$ cat src/rtl/bqc_pkg.sv
`default_nettype none
package bqc_pkg;

    localparam int DEF_MAX_ORDER   = 32;
    localparam int DEF_QUEUE_DEPTH = 2;
    localparam int RESET_ORDER     = 32;

    localparam int ORDER_W  = 6;
    localparam int SAMPLE_W = 24;
    localparam int COEFF_W  = 32;
    localparam int INDEX_W  = 4;
    localparam int SELECT_W = 2;
    localparam int DELAY_W  = 40;

    localparam logic OP_COEFF = 1'b1;

    localparam logic [SELECT_W-1:0] SEL_GAIN = 2'd0;
    localparam logic [SELECT_W-1:0] SEL_A1   = 2'd1;
    localparam logic [SELECT_W-1:0] SEL_A2   = 2'd2;

    // decoded word handed from front to back
    typedef struct packed {
        logic                       is_coeff;
        logic                       we_gain;
        logic                       we_a1;
        logic                       we_a2;
        logic [INDEX_W-1:0]         section;
        logic signed [SAMPLE_W-1:0] sample;
        logic signed [COEFF_W-1:0]  coeff;
    } cmd_t;

endpackage
`default_nettype wire

$ cat src/rtl/bqc_front.sv
`default_nettype none
module bqc_front #(
    parameter int MAX_ORDER = bqc_pkg::DEF_MAX_ORDER
) (
    input  logic                                clk,
    input  logic                                rst_n,
    input  logic                                in_valid,
    output logic                                in_stall,
    input  logic                                operation,
    input  logic signed [bqc_pkg::SAMPLE_W-1:0] sample_in,
    input  logic [bqc_pkg::INDEX_W-1:0]         section_index,
    input  logic [bqc_pkg::SELECT_W-1:0]        coeff_select,
    input  logic signed [bqc_pkg::COEFF_W-1:0]  coeff_value,
    input  logic                                q_ready,
    output logic                                q_push,
    output bqc_pkg::cmd_t                       q_data
);

    localparam int NSEC = MAX_ORDER / 2;

    logic          hold_valid_reg;
    logic          hold_valid_next;
    bqc_pkg::cmd_t hold_reg;
    bqc_pkg::cmd_t hold_next;
    logic          accept;
    logic          idx_ok;

    assign in_stall = hold_valid_reg && !q_ready;
    assign accept   = in_valid && !in_stall;
    assign q_push   = hold_valid_reg && q_ready;
    assign q_data   = hold_reg;

    assign idx_ok = (32'(section_index) < 32'(NSEC));

    always_comb
    begin
        hold_next          = '0;
        hold_next.is_coeff = (operation == bqc_pkg::OP_COEFF);
        hold_next.section  = section_index;
        hold_next.sample   = sample_in;
        hold_next.coeff    = coeff_value;
        case (coeff_select)
            bqc_pkg::SEL_GAIN: hold_next.we_gain = hold_next.is_coeff && idx_ok;
            bqc_pkg::SEL_A1:   hold_next.we_a1   = hold_next.is_coeff && idx_ok;
            bqc_pkg::SEL_A2:   hold_next.we_a2   = hold_next.is_coeff && idx_ok;
            default:           hold_next.we_gain = 1'b0;
        endcase
    end

    assign hold_valid_next = accept || (hold_valid_reg && !q_ready);

    always_ff @(posedge clk or negedge rst_n)
    begin
        if (!rst_n)
        begin
            hold_valid_reg <= 1'b0;
        end
        else
        begin
            hold_valid_reg <= hold_valid_next;
        end
    end

    always_ff @(posedge clk)
    begin
        if (accept)
        begin
            hold_reg <= hold_next;
        end
    end

`ifndef SYNTHESIS
    a_hold_kept: assert property (@(posedge clk) disable iff (!rst_n)
        (hold_valid_reg && !q_ready) |=> (hold_valid_reg && $stable(hold_reg)))
        else $error("front word lost while queue full");
`endif

endmodule
`default_nettype wire

$ cat config.mk
export PLATFORM = sky130hd
export DESIGN_NAME = bqc_front
export DESIGN_NICKNAME = d
export VERILOG_FILES = /design/src/rtl/bqc_pkg.sv /design/src/rtl/bqc_front.sv
export SDC_FILE = /design/constraint.sdc
export NUM_CORES = 1
export LEC_CHECK = 0
export BUFFER_PORTS_ARGS = -buffer_cell sky130_fd_sc_hd__clkbuf_2
export CORE_ASPECT_RATIO = 0.75
export CORE_UTILIZATION = 44
export DETAILED_ROUTE_END_ITERATION = 10
export GPL_TIMING_DRIVEN = 0
export PLACE_DENSITY = 0.79
export RECOVER_POWER = 25
export SYNTH_ARGS = -nofsm -noshare
export SYNTH_HDL_FRONTEND = slang
export SYNTH_SLANG_ARGS = --single-unit
$ cat constraint.sdc
create_clock -name clk -period 4 [get_ports clk]
set_input_delay 0.4 -clock clk [delete_from_list [all_inputs] [get_ports clk]]
set_output_delay 0.4 -clock clk [all_outputs]
set_load 0.005 [all_outputs]
* Yosys cells after proc, flatten, opt, wreduce, memory -nomap -nowiden
Index checks and enable logic that the tools add are counted.
** Word-level totals
- Register bits after elaboration :: 65
- Latch bits :: 0
- Bits in writable memories :: 0
- ROM bits :: 0
- Input bits :: 67
- Output and inout port bits :: 66
- Logic and storage cells :: 17
- Memories :: 0
** Cells by class
- Add/sub/neg operators :: 0
- Multipliers :: 0
- Divide/modulo/power cells :: 0
- Order comparisons :: 0
- Eq/ne operators :: 2
- Shift-type cells :: 0
- Multiplexer cells :: 0
- Bitwise operators :: 0
- Reduce and logical (&&, ||, !) cells :: 7
** Operators by type and width (count)
- logical AND 1 bit :: 3
- == test 2 x 1 -> 1 bit, second input constant :: 1
- == test 2 bit, second input constant :: 1
- zero test 1 bit :: 2
- zero test 2 bit :: 1
- logical OR 1 bit :: 1

* Longest topological paths before layout
- Word-level depth :: 5
- Mapped depth :: 2
- Gate-level depth less buffers :: 2

* Least setup slack after synthesis
No wires, ideal clock.
- Path kind :: input-to-reg
- From :: input q_ready
- To :: register hold_reg, in the netlist q_data[0], enable pin
- Library setup time :: 377 ps
- Arrival :: 1052 ps
- Required time :: 3623 ps
- Slack :: 2571 ps
- Stages :: 2
- Buffers on the path :: 0
- Cell sequence :: nand2b_4 -> and2_4
** On the way
- Word-level cells in the longest chain between the ends :: 4
** Ends and longest elaborated chain
- from (decl) :: RTL line bqc_front.sv:14 : input logic q_ready,
- zero test 1 bit :: RTL line bqc_front.sv:28 : assign in_stall = hold_valid_reg && !q_ready;
- logical AND 1 bit :: RTL line bqc_front.sv:28
- zero test 1 bit :: RTL line bqc_front.sv:29 : assign accept = in_valid && !in_stall;
- logical AND 1 bit :: RTL line bqc_front.sv:29
- via accept :: RTL line bqc_front.sv:25 : logic accept;
- to (signal assigned) :: RTL line bqc_front.sv:68 : hold_reg <= hold_next;
- to (decl) :: RTL line bqc_front.sv:23 : bqc_pkg::cmd_t hold_reg;
The timed path passes the listed nets, and every way through them passes these cells.
A chain may end at the register's enable or synchronous reset.

* Final worst setup path
- From :: register hold_valid_reg
- To :: register hold_reg, in the netlist q_data[49], enable pin
** On the way
- Word-level cells in the longest chain between the ends :: 3
** Ends and longest elaborated chain
- from (decl) :: RTL line bqc_front.sv:21 : logic hold_valid_reg;
- from (signal assigned) :: RTL line bqc_front.sv:60 : hold_valid_reg <= hold_valid_next;
- logical AND 1 bit :: RTL line bqc_front.sv:28
- zero test 1 bit :: RTL line bqc_front.sv:29
- logical AND 1 bit :: RTL line bqc_front.sv:29
- via accept :: RTL line bqc_front.sv:25
The timed path passes the listed nets, and every way through them passes these cells.

==> results.ini <==
[global_routing]
grt_pass1_vias=1203
grt_max_degree=65
grt_usage=0.178
antenna_found_initial=0
grt_pass1_wl_mm=5.64
grt.overflow.total=0

[clock_network]
clk_pin_slew_ns=0.06
cts_tree=built
clk_latency_ns=0.32
root_buffer=clkbuf_8
cts.path.max_buffers=2
numCtsBuffers=9
post-cts-setup-buffers=0
clock-sinks=65
cts_max_level=3

[logic_synthesis]
synth_fp_nets=140
syn_area_per_cell_um2=27.5
yosys_register_bits=65
synthTopCellsByArea=edfxtp_1 (96%), dfrtp_1 (1.2%), and3b_1 (0.87%), nand2b_4 (0.68%), and2_4 (0.44%)
synthesis.area_um2=2010
yosys_warnings=0
synth_largest_area_cell=edfxtp_1
syn_inst=73
synth_top_area_frac=0.956
synth-seq-area-share=0.968
yosysUniqueCellTypes=9

[final_layout]
nFillCells=310
fin_nets=284
antennaDiodeCount=0
final_layout_size_suffix_gt1_frac=0.655
largest_reg_flops=64
area_growth_pct=43.9

[critical_path]
crit_type=flop to flop
path_max_fanout=64
critPathRequiredTime_ns=3.95
worstSetupStartpointType=flop
arrival_ns=1.50
end_kind=flop
rrSetupSlack_ns=2.45

[run_status]
status=finished clean

[sta]
worst_pin_slew_ns=0.788
setup_viol=0
fin_tns_setup_ns=0
finalCritPeriodShare=0.387
fin_worst_skew_ns=0.00461
fmax_mhz=646
slew_violations=0
slew_headroom=0.475
final.setup.worst_slack_ns=2.45
min_period_ns=1.55
final-hold-violation-count=0
rsz0062_at_grt=false

[detailed_routing]
drt_pass1_iterations=4
num_vias=1246
ant_nets=0
routed_wl_mm=4.06
via_per_inst=4.53
initialDrtViolationCount=54
drc=0
wl_per_cell_um=14.8

[power_and_ir_drop]
ir_drop_uv=288
cellPowerDensity_nw_per_um2=458
p_leak_nw=1.29

[floorplan]
die_h_um=60.5
pin_count=133
die_w_um=80.1
initial_core_util=0.478
num_rows=20
die_area_um2=4850
core_area_um2=4200

[placement]
port-buffer-count=132
gp_congestion=0.738
dp_slack_ns=2.31
hpwl_mm=3.05

[run]
cap_violations=0

[hold_path]
hp-class=input pin to flop

-- timing repair --
action                    4_1_cts  5_1_grt
resized for setup               0        0
hold buffers                    1        0
hold endpoints to repair        1        0
-- cells in the final DEF (no fill, tap or decap) --
| cell | synthesis | routed |
|---|---|---|
| and2_1 | 1 | 1 |
| and2_4 | 1 | 1 |
| and3b_1 | 2 | 2 |
| clkbuf_1 | 0 | 4 |
| clkbuf_2 | 0 | 132 |
| clkbuf_8 | 0 | 9 |
| clkinv_2 | 0 | 1 |
| dfrtp_1 | 1 | 1 |
| dlygate4sd3_1 | 0 | 1 |
| edfxtp_1 | 64 | 64 |
| inv_1 | 1 | 1 |
| nand2b_1 | 1 | 1 |
| nand2b_4 | 1 | 1 |
| nor3b_1 | 1 | 1 |
-- metal layers --
| layer | track usage | part of all wire | vias up |
|---|---|---|---|
| met4 | 0.0765 | 0.011 | 0 |
| li1 | - | - | 576 |
| met5 | 0 | 0 | - |
| met2 | 0.283 | 0.46 | 99 |
| met3 | 0.123 | 0.15 | 6 |
| met1 | 0.186 | 0.38 | 565 |
-- power breakdown --
part / leakage, nW / total [mW] / switching (mW) / internal, mW
clock: 0.0733 / 0.427 / 0.209 / 0.218
sequential: 0.621 / 0.805 / 0.0108 / 0.795
combinational: 0.594 / 0.0935 / 0.0451 / 0.0484
total: 1.29 / 1.33 / 0.265 / 1.06
-- synthesized netlist by cell type --
cell       n
nand2b_1   1
dfrtp_1    1
and2_4     1
and3b_1    2
and2_1     1
edfxtp_1  64
nor3b_1    1
nand2b_4   1
inv_1      1
-- through the flow --
step                hold slack (ns)   util  cell area [um2]  std cells  total power [mW]
floorplan                     0.104      -             2010         73             0.839
global placement              0.175  0.652             2740        260             0.908
detailed placement            0.179  0.652             2740        260             0.914
CTS                           0.229  0.688             2890        275              1.34
global route                  0.222  0.688             2890        275              1.38
finish                        0.247  0.688             2890        275              1.33
-- cell type report --
type	count	area [um2]	share of cell area
Timing Repair Buffer	133	671	0.232
Clock inverter	1	5.00	0.00173
Tap cell	55	68.8	0.0238
Clock buffer	13	139	0.0480
Multi-Input combinational cell	7	60.1	0.0208
Inverter	1	3.75	0.00130
Sequential cell	65	1950	0.673
-- final timing paths --
kind                                startpoint              to  cells past startpoint
worst min-delay path             sample_in[21]      q_data[53]                      1
max in group asynchronous                rst_n  hold_valid_reg                      2
worst max register to register  hold_valid_reg      q_data[49]                      2
min in group asynchronous                rst_n  hold_valid_reg                      2
worst max-delay path            hold_valid_reg      q_data[49]                      2
worst min register to register  hold_valid_reg  hold_valid_reg                      2
-- worst max-delay path, stage by stage, from the launching register on --
cell,delay (ns)
dfrtp_1,0.40
nand2b_4,0.09
and2_4,0.67
-- cell families after synthesis --
logic type | Yosys count | share of synthesized area
buffers and inverters | 1 | 0.00187
AND/OR/NAND/NOR | 7 | 0.0299
flip-flops | 65 | 0.968
No activity file was read; power rests on OpenSTA's default activity.
