<file path="src/rtl/bqc_pkg.sv">
`default_nettype none
package bqc_pkg;

    localparam int DEF_MAX_ORDER   = 32;
    localparam int DEF_QUEUE_DEPTH = 2;
    localparam int RESET_ORDER     = 32;

    localparam int ORDER_W  = 6;
    localparam int SAMPLE_W = 24;
    localparam int COEFF_W  = 32;
    localparam int INDEX_W  = 4;
    localparam int SELECT_W = 2;
    localparam int DELAY_W  = 40;

    localparam logic OP_COEFF = 1'b1;

    localparam logic [SELECT_W-1:0] SEL_GAIN = 2'd0;
    localparam logic [SELECT_W-1:0] SEL_A1   = 2'd1;
    localparam logic [SELECT_W-1:0] SEL_A2   = 2'd2;

    // decoded word handed from front to back
    typedef struct packed {
        logic                       is_coeff;
        logic                       we_gain;
        logic                       we_a1;
        logic                       we_a2;
        logic [INDEX_W-1:0]         section;
        logic signed [SAMPLE_W-1:0] sample;
        logic signed [COEFF_W-1:0]  coeff;
    } cmd_t;

endpackage
`default_nettype wire

</file>
<file path="src/rtl/bqc_queue.sv">
`default_nettype none
module bqc_queue #(
    parameter int DEPTH = bqc_pkg::DEF_QUEUE_DEPTH
) (
    input  logic          clk,
    input  logic          rst_n,
    input  logic          push,
    input  bqc_pkg::cmd_t push_data,
    output logic          ready,
    output logic          valid,
    output bqc_pkg::cmd_t pop_data,
    input  logic          pop
);

    localparam int PTR_W = (DEPTH > 1) ? $clog2(DEPTH) : 1;
    localparam int CNT_W = $clog2(DEPTH + 1);
    localparam logic [PTR_W-1:0] PTR_LAST = PTR_W'(DEPTH - 1);
    localparam logic [CNT_W-1:0] CNT_FULL = CNT_W'(DEPTH);

    bqc_pkg::cmd_t    mem_reg [DEPTH];
    logic [PTR_W-1:0] wr_ptr_reg;
    logic [PTR_W-1:0] wr_ptr_next;
    logic [PTR_W-1:0] rd_ptr_reg;
    logic [PTR_W-1:0] rd_ptr_next;
    logic [CNT_W-1:0] count_reg;
    logic [CNT_W-1:0] count_next;

    assign ready    = (count_reg != CNT_FULL);
    assign valid    = (count_reg != '0);
    assign pop_data = mem_reg[rd_ptr_reg];

    always_comb
    begin
        wr_ptr_next = wr_ptr_reg;
        rd_ptr_next = rd_ptr_reg;
        if (push)
        begin
            wr_ptr_next = (wr_ptr_reg == PTR_LAST) ? '0 : wr_ptr_reg + 1'b1;
        end
        if (pop)
        begin
            rd_ptr_next = (rd_ptr_reg == PTR_LAST) ? '0 : rd_ptr_reg + 1'b1;
        end
        case ({push, pop})
            2'b10:   count_next = count_reg + 1'b1;
            2'b01:   count_next = count_reg - 1'b1;
            default: count_next = count_reg;
        endcase
    end

    always_ff @(posedge clk or negedge rst_n)
    begin
        if (!rst_n)
        begin
            wr_ptr_reg <= '0;
            rd_ptr_reg <= '0;
            count_reg  <= '0;
        end
        else
        begin
            wr_ptr_reg <= wr_ptr_next;
            rd_ptr_reg <= rd_ptr_next;
            count_reg  <= count_next;
        end
    end

    always_ff @(posedge clk)
    begin
        if (push)
        begin
            mem_reg[wr_ptr_reg] <= push_data;
        end
    end

`ifndef SYNTHESIS
    a_count_range: assert property (@(posedge clk) disable iff (!rst_n)
        count_reg <= CNT_FULL)
        else $error("queue count out of range");

    a_count_step: assert property (@(posedge clk) disable iff (!rst_n)
        (push && !pop) |=> (count_reg == $past(count_reg) + 1'b1))
        else $error("queue push not counted");
`endif

endmodule
`default_nettype wire

</file>
<file path="config.mk">
export PLATFORM = sky130hd
export DESIGN_NAME = bqc_queue
export DESIGN_NICKNAME = d
export VERILOG_FILES = /design/src/rtl/bqc_pkg.sv /design/src/rtl/bqc_queue.sv
export SDC_FILE = /design/constraint.sdc
export NUM_CORES = 1
export LEC_CHECK = 0
export ABC_AREA = 1
export BUFFER_PORTS_ARGS = -buffer_cell sky130_fd_sc_hd__buf_4
export CAP_MARGIN = 5
export CORE_MARGIN = 5
export CORE_UTILIZATION = 56
export CTS_CLUSTER_DIAMETER = 150
export DETAILED_ROUTE_END_ITERATION = 16
export GPL_TIMING_DRIVEN = 0
export PLACE_DENSITY = 0.84
export SLEW_MARGIN = 40
export SYNTH_ARGS = -nofsm -noshare
export SYNTH_HDL_FRONTEND = slang
export SYNTH_SLANG_ARGS = --single-unit
</file>
<file path="constraint.sdc">
create_clock -name clk -period 5.65 [get_ports clk]
set_clock_uncertainty 0.05 [all_clocks]
set_input_delay 1.13 -clock clk [delete_from_list [all_inputs] [get_ports clk]]
set_output_delay 1.13 -clock clk [all_outputs]
set_load 0.02 [all_outputs]
</file>
; ---- Yosys cells after proc, flatten, opt, wreduce, memory -nomap -nowiden
; Memories as Yosys holds them, arrays and structs flattened.
; Cells that the tools add are included.
[classes]
reduce_logical = 2
eq_ne = 3
add_sub_neg = 4
muxes = 5
[op_table]
columns = cell, n
row1 = 2-to-1 mux 1 bit, 4
row2 = case mux 2 bit (2 select lines), 1
row3 = nonzero test 2 bit, 2
row4 = "adder 1 bit, second input constant", 2
row5 = "adder 2 x 1 -> 2 bit, second input constant", 1
row6 = "equality test 2 x 1 -> 1 bit, second input constant", 1
row7 = "equality test 2 bit, second input constant", 1
row8 = "inequality test 2 bit, second input constant", 1
row9 = "subtractor 2 x 1 -> 2 bit, second input constant", 1
[word_totals]
word_cells = 18
n_memories = 1
ramBits = 128
input_bits = 68
register_bits = 4
[memory_table]
columns = memory, words, word_bits, rd, rd_clocked_by_memory_dff, wr, line_no
row1 = mem_reg, 2, 64, 1, 0, 1, bqc_queue.sv:20  ; bqc_pkg::cmd_t mem_reg [DEPTH];

; ---- Longest topological paths before layout
[logic_depth]
word_depth = 2
ltp_mapped = 7
depth_no_buf = 7

; ---- Worst setup path after synthesis
; Ideal clock, no wire load.
[synth_path]
path_type = in2reg
startpoint = in push
endpoint = mem mem_reg[0][0] (netlist name), enable pin
t_arrival_ns = 3.873
path_buffers = 0
path_slack_ns = 1.239
required_ns = 5.112
stages = 2
path_cell_list = inv_1 > nor2_1
[synth_via]
elab_chain_len = 2
[synth_rtl]
columns = item, line_no
row1 = start: declaration, bqc_queue.sv:7  ; input logic push,
row2 = 2-to-1 mux 1 bit, bqc_queue.sv:69  ; if (push)
row3 = 2-to-1 mux 1 bit (not written as such), bqc_queue.sv:71  ; mem_reg[wr_ptr_reg] <= push_data;
row4 = end: declaration, bqc_queue.sv:20
; No other way between the ends.

==> flow_summary_export.csv <==
group,metric,value,unit
logic_synthesis,synthXorXnorAreaFrac,0.527,%
placement,gp_congestion,0.714,
timing,hold_viol_final,0,
logic_synthesis,syn_nets,427,
power_and_ir_drop,p_int,2.55,mW
setup_path,slowest_delay,400,ps
final_layout,nNetsFinal,583,
clock_tree,root_buffer,"clkbuf_8",
setup_path,crit_slowest_cell,"dfrtp_1",
placement,port_buffers,133,
power_and_ir_drop,power.total,3.81,mW
final_layout,layout-drive-gt1-share,34.4,%
setup_path,crit_path_end_kind,"output port",
global_route,grt_max_degree,35,
power_and_ir_drop,ir_drop,0.325,mV
global_route,antenna_found_initial,0,
die,start_util,57.2,%
power_and_ir_drop,p_comb_share,35.6,%
global_route,grt_usage,18.7,%
timing,finalMaxSlewViolations,0,
detailed_routing,dr.pass1.iters,4,
global_route,gr-total-overflow,0,
timing,worstMarginPinSlew,556,ps
final_layout,regArea,3940,µm²
logic_synthesis,yosys.area_share.adder,0.251,%
timing,layout_setup_ws,2810,ps
final_layout,syn2layout_area_growth,36.8,%
detailed_routing,vias,3089,
global_route,grt_first_pass_wirelength,15.8,mm
logic_synthesis,netlist_instances,358,
placement,dp_slack,3150,ps
power_and_ir_drop,cellLeakagePower,2.94,nW
setup_path,crit_path_cell_trace,"buf_6 -> buf_6 -> o21ai_0 -> buf_4",
die,fp.dieW,104,µm
power_and_ir_drop,p_sw_share,32.9,%
timing,max_freq,0.353,GHz
placement,placed_area,6220,µm²
clock_tree,post-cts-setup-buffer-count,0,
run_status,outcome,"completed",
global_route,grt_pass1_vias,3296,
power_and_ir_drop,p_sw,1.25,mW
setup_path,r2r-start,"wr_ptr_reg",
logic_synthesis,yosysTopAreaCell,"edfxtp_1",
die,io_pins,134,
logic_synthesis,ys_warn_count,0,
clock_tree,cts_made_buffers,17,
logic_synthesis,synth-simple-area-share,5.64,%
die,die_h,104,µm
timing,period_minus_slack,2840,ps
logic_synthesis,synth_area_leaders,"edfxtp_1 (77%), nand2_1 (5.3%), inv_1 (5.3%), o21ai_0 (4.8%), buf_6 (2.5%)",
clock_tree,clkSlewWorstSetupHoldPaths,50,ps
clock_tree,htreeDepth,4,
final_layout,final_area,6830,µm²
setup_path,critPathMostFrequentCell,"buf_6",
clock_tree,clock_latency,510,ps
placement,dp_hpwl,6.66,mm
setup_path,cp_max_fo,10,
detailed_routing,ant_nets,0,
logic_synthesis,synth_compound_area_share,6.42,%
setup_path,cp-start-kind,"register",
logic_synthesis,synth_ff_type,"edfxtp_1",
clock_tree,ctsHoldBuffers,0,
logic_synthesis,synthArstFlopShare,3.03,%
detailed_routing,wl_per_cell,15.5,µm
final_layout,nFillCells,509,
setup_path,r2r_setup_slack,4000,ps
detailed_routing,drc,0,
timing,timing.final.crit_share,50.2,%
logic_synthesis,synth_seq_cells,132,
setup_path,r2r.worst_path.cells,3,
setup_path,worst_ep_required_time,4470,ps
die,die-area,10900,µm²
setup_path,crit_type,"reg -> out",
flow_run,max_cap_violations,0,
setup_path,crit_buf_inv,3,
timing,slew_headroom,62.8,%
timing,setup_viol,0,
die,core-area,8720,µm²
detailed_routing,drt-total-wl,9.81,mm
clock_tree,cts_num_sinks,132,
logic_synthesis,synth-edff-count,128,
hold_path,hold_path_class,"in -> async",
logic_synthesis,synthMuxAreaShare,0,%
logic_synthesis,synth_seq_area_share,79.0,%
timing,rsz0062_at_grt,"false",
power_and_ir_drop,clockPowerShare,28.9,%
clock_tree,cts_resized,0,
logic_synthesis,synth_top_family_by_area,"buffers and inverters",
timing,fin_tns_setup,0,ps
detailed_routing,drtIter0Drc,117,
logic_synthesis,synth.distinct_cells,15,
detailed_routing,via_per_inst,4.87,
setup_path,crit_family,"buffers and inverters",
final_layout,antennaDiodeCount,0,
logic_synthesis,avgSynthCellArea,13.9,µm²
final_layout,multi_input_area,648,µm²
logic_synthesis,synth_top_area_share,77.0,%
die,num_rows,34,
logic_synthesis,synth_area,4990,µm²
clock_tree,clk_path_buf_depth,2,
clock_tree,cts_tree,"built",
setup_path,path_depth,4,
final_layout,largest_reg_flops,128,
setup_path,rr_endpoint,"mem_reg[0][34]",
power_and_ir_drop,p_seq_share,35.5,%
setup_path,crit_arrival,1660,ps
power_and_ir_drop,power_density,558,nW/µm²
[how the worst max path moves through the flow]
stage,from,end,slack (ps)
final,rd_ptr_reg,pop_data[5],2810
after global routing,rd_ptr_reg,pop_data[17],2720
after CTS,rd_ptr_reg,pop_data[62],2800
after detailed placement,push,mem_reg[0][32],3150
after global placement,push,mem_reg[0][30],-250
after floorplan,push,mem_reg[0][0],1240
[per-stage QoR]
step / std cells / hold WS (ps) / utilization [%]
2_1_floorplan: 358 / 412 / -
3_3_place_gp: 599 / 427 / 70.2
3_5_place_dp: 603 / 441 / 71.4
4_1_cts: 634 / 339 / 78.3
5_1_grt: 634 / 335 / 78.3
6_report: 634 / 352 / 78.3
[power by group through the flow]
| stage | Sequential [mW] | Combinational (mW) | Clock (mW) |
|---|---|---|---|
| finish | 1.35 | 1.35 | 1.10 |
| global route | 1.37 | 1.46 | 1.16 |
| CTS | 1.35 | 1.38 | 1.12 |
| detailed placement | 1.37 | 1.37 | 0 |
| global placement | 1.39 | 1.30 | 0 |
| floorplan | 1.37 | 0.766 | 0 |
[cells in the final DEF (no fill, tap or decap), drive strengths merged, types with 4 or more instances in the layout]
| cell | synthesis | layout |
|---|---|---|
| nand2 | 71 | 71 |
| clkinv | 0 | 6 |
| o21ai | 64 | 64 |
| bufinv | 0 | 4 |
| inv | 70 | 71 |
| clkbuf | 1 | 19 |
| dfrtp | 4 | 4 |
| edfxtp | 128 | 128 |
| buf | 13 | 150 |
[area by class of cell]
cell class              count  share of cell area (%)
multi-input cells         142                    9.50
plain buffers              14                    2.09
clock buffers              18                    6.12
inverters                  70                    3.89
flip-flops and latches    132                    57.8
clock inverters            13                    2.69
well taps                 108                    1.98
repair buffers            137                    15.9
[routing by layer]
layer  global-route usage (%)  share of wire, %
met4                     6.85               1.6
met3                     6.70               6.6
met5                        0                 0
met2                     32.5                53
met1                     21.0                38
[cells in the mapped netlist (2+ instances only)]
library cell / instances
inv_1: 70
dfrtp_1: 4
xor2_1: 2
o21ai_0: 48
o21ai_1: 16
nand2_1: 71
buf_4: 2
buf_6: 11
edfxtp_1: 128
[logic make-up (layout without fill, tap and decap cells)]
group | after synthesis | in the layout
XOR/XNOR | 3 | 3
AND/OR/NAND/NOR | 74 | 74
buffers and inverters | 84 | 252
adder cells (fa/ha/maj) | 1 | 1
AO/OA/AOI/OAI | 64 | 64
flip-flops | 132 | 132
Note: power is estimated with default switching activity, not from simulation.
